## config.mk

```make
export PLATFORM = sky130hd
export DESIGN_NAME = modified_utf8_byte_decoder
export DESIGN_NICKNAME = d
export VERILOG_FILES = /design/src/hdl/mu8d_pkg.sv /design/src/hdl/modified_utf8_byte_decoder.sv
export SDC_FILE = /design/constraint.sdc
export NUM_CORES = 1
export LEC_CHECK = 0
export BUFFER_PORTS_ARGS = -buffer_cell sky130_fd_sc_hd__buf_4
export CAP_MARGIN = 20
export CORE_MARGIN = 2
export CORE_UTILIZATION = 50
export DETAILED_ROUTE_END_ITERATION = 8
export GPL_TIMING_DRIVEN = 1
export PLACE_DENSITY = 0.74
export SYNTH_ARGS = -nofsm -noshare
export SYNTH_HDL_FRONTEND = slang
export SYNTH_SLANG_ARGS = --single-unit
export TNS_END_PERCENT = 100
```

## constraint.sdc

```tcl
create_clock -name clock -period 2.9 [get_ports clock]
set_input_delay 0.435 -clock clock [delete_from_list [all_inputs] [get_ports clock]]
set_output_delay 0.435 -clock clock [all_outputs]
set_load 0.1 [all_outputs]
```

## src/hdl/mu8d_pkg.sv

```systemverilog
// shared status codes and result type for the modified utf-8 byte decoder
`timescale 1ns / 1ps

package mu8d_pkg;

   localparam logic [1:0] ST_OK        = 2'd0;
   localparam logic [1:0] ST_TRUNCATED = 2'd1;
   localparam logic [1:0] ST_BAD_CONT  = 2'd2;
   localparam logic [1:0] ST_BAD_LEAD  = 2'd3;

   typedef struct packed {
      logic [7:0] char_out;
      logic [1:0] status;
      logic       end_of_string;
   } result_type;

endpackage

```

## src/hdl/modified_utf8_byte_decoder.sv

```systemverilog
// modified utf-8 byte decoder: one byte per request, at most one character out
// a result passes from request accept through the input register and then the result register to rsp_valid
// throughput: one request per cycle while req_stall is low; the sequence state updates in a single pass
// req_stall rises only when the result register is held by rsp_stall and the input
// register is occupied
// synchronous active-high reset clears valids and sequence state
`timescale 1ns / 1ps

module modified_utf8_byte_decoder (
   input  logic       clock,
   input  logic       reset,
   input  logic       req_valid,
   output logic       req_stall,
   input  logic [7:0] req_byte_in,
   input  logic       req_is_last,
   output logic       rsp_valid,
   input  logic       rsp_stall,
   output logic [7:0] rsp_char_out,
   output logic [1:0] rsp_status,
   output logic       rsp_end_of_string
);
   import mu8d_pkg::*;

   // input register
   logic       in_valid_ff, in_valid_in;
   logic [7:0] in_byte_ff;
   logic       in_last_ff;

   // sequence state
   logic [1:0] pending_ff, pending_in;
   logic [1:0] partial_ff, partial_in;
   logic       bad_cont_ff, bad_cont_in;
   logic       discard_ff, discard_in;

   // result register
   logic       out_valid_ff, out_valid_in;
   result_type out_ff, out_in;

   logic       out_free;
   logic       advance;
   logic       emit;
   result_type res;
   logic       is_cont;

   assign out_free  = !out_valid_ff || !rsp_stall;
   assign advance   = in_valid_ff && out_free;
   assign req_stall = in_valid_ff && !out_free;
   assign is_cont   = (in_byte_ff[7:6] == 2'b10);

   always_comb begin
      emit        = 1'b0;
      res         = '{char_out: 8'd0, status: ST_OK, end_of_string: in_last_ff};
      pending_in  = pending_ff;
      partial_in  = partial_ff;
      bad_cont_in = bad_cont_ff;
      discard_in  = discard_ff;

      priority if (discard_ff) begin
         discard_in = !in_last_ff;
      end else if (pending_ff == 2'd0) begin
         priority if (!in_byte_ff[7]) begin
            emit         = 1'b1;
            res.char_out = in_byte_ff;
         end else if (in_byte_ff[7:5] == 3'b110) begin
            if (in_last_ff) begin
               emit       = 1'b1;
               res.status = ST_TRUNCATED;
            end else begin
               pending_in  = 2'd1;
               partial_in  = in_byte_ff[1:0];
               bad_cont_in = 1'b0;
            end
         end else if (in_byte_ff[7:4] == 4'hE) begin
            if (in_last_ff) begin
               emit       = 1'b1;
               res.status = ST_TRUNCATED;
            end else begin
               pending_in  = 2'd2;
               partial_in  = 2'd0;
               bad_cont_in = 1'b0;
            end
         end else begin
            // stray continuation or lead byte of 0xF0 and above (four-byte and longer leads)
            emit       = 1'b1;
            res.status = ST_BAD_LEAD;
         end
      end else if (pending_ff == 2'd1) begin
         emit = 1'b1;
         if (bad_cont_ff || !is_cont) begin
            res.status = ST_BAD_CONT;
         end else begin
            res.char_out = {partial_ff, in_byte_ff[5:0]};
            pending_in   = 2'd0;
            partial_in   = 2'd0;
            bad_cont_in  = 1'b0;
         end
      end else begin
         // middle byte of a three-byte sequence, truncation wins over a bad byte
         if (in_last_ff) begin
            emit       = 1'b1;
            res.status = ST_TRUNCATED;
         end else begin
            bad_cont_in = !is_cont;
            partial_in  = in_byte_ff[1:0];
            pending_in  = 2'd1;
         end
      end

      // any error clears the sequence and drops the rest of the string
      if (emit && (res.status != ST_OK)) begin
         res.end_of_string = 1'b1;
         pending_in        = 2'd0;
         partial_in        = 2'd0;
         bad_cont_in       = 1'b0;
         discard_in        = !in_last_ff;
      end
   end

   always_comb begin
      in_valid_in  = in_valid_ff;
      out_valid_in = out_valid_ff;
      out_in       = out_ff;
      if (out_free) begin
         out_valid_in = advance && emit;
         out_in       = res;
      end
      if (!req_stall) begin
         in_valid_in = req_valid;
      end
   end

   always_ff @(posedge clock) begin
      if (reset) begin
         in_valid_ff  <= 1'b0;
         out_valid_ff <= 1'b0;
         pending_ff   <= 2'd0;
         partial_ff   <= 2'd0;
         bad_cont_ff  <= 1'b0;
         discard_ff   <= 1'b0;
      end else begin
         in_valid_ff  <= in_valid_in;
         out_valid_ff <= out_valid_in;
         if (advance) begin
            pending_ff  <= pending_in;
            partial_ff  <= partial_in;
            bad_cont_ff <= bad_cont_in;
            discard_ff  <= discard_in;
         end
      end
   end

   always_ff @(posedge clock) begin
      if (!req_stall) begin
         in_byte_ff <= req_byte_in;
         in_last_ff <= req_is_last;
      end
      out_ff <= out_in;
   end

   assign rsp_valid         = out_valid_ff;
   assign rsp_char_out      = out_ff.char_out;
   assign rsp_status        = out_ff.status;
   assign rsp_end_of_string = out_ff.end_of_string;

endmodule

```

==> impl_metrics.json <==
{
  "result_of_the_run": "completed",
  "synth_cells": 94,
  "cts_htree_levels": 1,
  "vdd_drop_max_uv": 434,
  "grt_first_pass_wirelength_um": 3320,
  "detail_route.iter0.violations": 15,
  "num_vias": 822,
  "cts-buffers-inserted": 3,
  "worst_slew_pin_slew_ns": 0.601,
  "cts_hold_buf": 0,
  "yosys_warnings": 0,
  "dp.cells": 143,
  "clock_insertion_delay_worst_skew_ns": 0.33,
  "post_cts_resized": 0,
  "setup_viol": 0,
  "synthesis.area_per_instance_um2": 12.7,
  "timing.final.hold_violations": 0,
  "crit_required_ns": 2.47,
  "diodes": 0,
  "fin_setup_tns_ns": 0,
  "timing.final.crit_period_ns": 1.96,
  "cts.sink_count": 28,
  "post_route_wl_um": 2070,
  "floorplan.rows": 17,
  "post-cts-setup-buffers": 0,
  "synth-seq-area-share_pct": 63.6,
  "die_height_um": 52.9,
  "synth.top_cells.by_area": "sky130_fd_sc_hd__edfxtp_1, sky130_fd_sc_hd__dfxtp_1, sky130_fd_sc_hd__a21oi_1",
  "design.core.area_mm2": 0.00223,
  "crit_type": "register to output pin",
  "layout.nets": 133,
  "buffer_ports.inserted": 25,
  "post-synth-top-area-cell": "sky130_fd_sc_hd__edfxtp_1",
  "endpoint_kind": "output pin",
  "most_frequent_standard_cell_in_the_layout_excluding_fill_and_tap_cells": "sky130_fd_sc_hd__buf_4",
  "max_freq_mhz": 511,
  "path_max_fanout": 11,
  "cts_tree": "done",
  "grt_pass1_vias": 778,
  "leakagePower_uw": 0.000585,
  "worst_slew_margin_relative_to_its_limit_pct": 59.9,
  "fillcell_total": 178,
  "timing_max_transition_violations_final": 0,
  "mappedNetlistArea_mm2": 0.00120,
  "antenna_left": 0,
  "power_density_mw_per_mm2": 652,
  "mostFrequentLayoutCells": "sky130_fd_sc_hd__buf_4, sky130_fd_sc_hd__edfxtp_1, sky130_fd_sc_hd__a21oi_1, sky130_fd_sc_hd__dfxtp_1",
  "gp_routability_congestion": 0.877,
  "arrival_ns": 1.52,
  "worst_hold_slack_ns": 0.270,
  "postSynthNetCount": 107,
  "initial_core_utilization_pct": 53.6,
  "clock_path_buffers": 2,
  "antenna_found_initial": 0,
  "grt_start_max_net_pins": 17,
  "finClkSkew_ns": 0.00515,
  "count_of_placed_standard_cells_in_the_final_layout_fillers_left_out": 147,
  "detailedPlacementHpwl_um": 1490,
  "area_share_of_the_largest_cell_type_after_synthesis_pct": 50.2,
  "grt_overflow_total": 0,
  "routed_via_density": 5.59,
  "drive_above_1_share_pct": 31.1,
  "timing.hold.worst.class": "input pin to register",
  "fp.dieArea_mm2": 0.00280,
  "cts.root.buffer_cell": "sky130_fd_sc_hd__clkbuf_4",
  "rsz0062_at_grt": "no",
  "io_pins": 26,
  "synth_cell_type_count": 34,
  "cts.clk_slew.worst_paths_ns": 0.15,
  "first_pass_iters": 4,
  "grt_use_total_pct": 16.8,
  "die_w_um": 52.9,
  "wire_per_inst_um": 14.1,
  "cap_viol_max_count": 0,
  "synth-seq-cells": 28,
  "syn2layout_area_growth_pct": 21.5,
  "drc_errors": 0,
  "critPathLaunchType": "register",
  "min_period_over_period_pct": 67.4
}
[cell type report]
type | count | area (um2) | area share [%]
sequential | 28 | 761 | 52.3
multi-input combinational | 57 | 399 | 27.5
timing repair buffer | 25 | 188 | 12.9
tap | 28 | 35.0 | 2.41
clock inverter | 1 | 30.0 | 2.07
clock buffer | 3 | 22.5 | 1.55
inverter | 5 | 18.8 | 1.29
[state kept, by name (all words and copies together) (netlist names)]
register and cells:
in_byte_ff 8, rsp_char_out 8, partial_ff 2, pending_ff 2, rsp_status 2, bad_cont_ff 1
discard_ff 1, in_last_ff 1, in_valid_ff 1, rsp_end_of_string 1, rsp_valid 1
[cell usage after synthesis, drive strengths merged]
library cell,n
or4b,2
clkbuf,1
a21o,1
nor3,3
a21oi,8
o221a,1
nor2,7
o41ai,2
a2111oi,1
o21a,1
o311ai,1
nor4,1
nand3,1
o22a,1
o21ai,1
nor2b,4
and3,1
and4bb,1
buf,3
nand3b,2
a31oi,1
and2,6
nand2b,1
inv,5
edfxtp,20
dfxtp,8
a32oi,1
a22oi,1
nand2,5
and2b,1
a22o,1
a21boi,1
[critical path: stages (launching register included)]
cell	delay [ns]
sky130_fd_sc_hd__dfxtp_1	0.40
sky130_fd_sc_hd__nand3_1	0.36
sky130_fd_sc_hd__inv_1	0.14
sky130_fd_sc_hd__buf_4	0.30
[final timing paths]
check                             start                          to  slack [ns]  cells after the start
min                         req_is_last        in_last_ff$_DFFE_PN_        0.27                      1
max reg2reg      rsp_valid$_SDFFE_PP0N_  partial_ff[0]$_SDFFE_PP0P_        1.12                      4
min reg2reg  partial_ff[1]$_SDFFE_PP0P_  partial_ff[1]$_SDFFE_PP0P_        0.47                      2
max            in_valid_ff$_SDFFE_PP0N_                   req_stall        0.94                      3
[per-layer routing]
| metal | GRT usage, % | part of all wire (%) |
|---|---|---|
| met3 | 2.82 | 5.5 |
| met2 | 28.1 | 48 |
| met1 | 21.3 | 45 |
| met5 | 0 | 0 |
| met4 | 7.69 | 1.4 |
[stage by stage]
| stage | utilization, % | cell area, um2 | setup WS (ns) | power [uW] |
|---|---|---|---|---|
| finish | 65.1 | 1450 | 0.944 | 947 |
| global route | 65.1 | 1450 | 0.789 | 979 |
| CTS | 65.1 | 1450 | 0.921 | 953 |
| detailed placement | 62.7 | 1400 | 0.925 | 706 |
| global placement | 62.7 | 1400 | 0.998 | 703 |
| floorplan | - | 1200 | 0.254 | 655 |
[power by group]
part	internal (uW)	switching, uW	total [uW]	leakage, uW
sequential	458	17.8	476	0.000284
clock	140	111	251	0.0000279
combinational	54.7	165	220	0.000273
[cells by family after synthesis]
kind of cell,after synthesis,synth area share (%)
AO/OA/AOI/OAI,22,16.0
buffers and inverters,9,3.03
flip-flops,28,63.6
AND/OR/NAND/NOR,35,17.4
No activity file was read; power rests on OpenSTA's default activity.
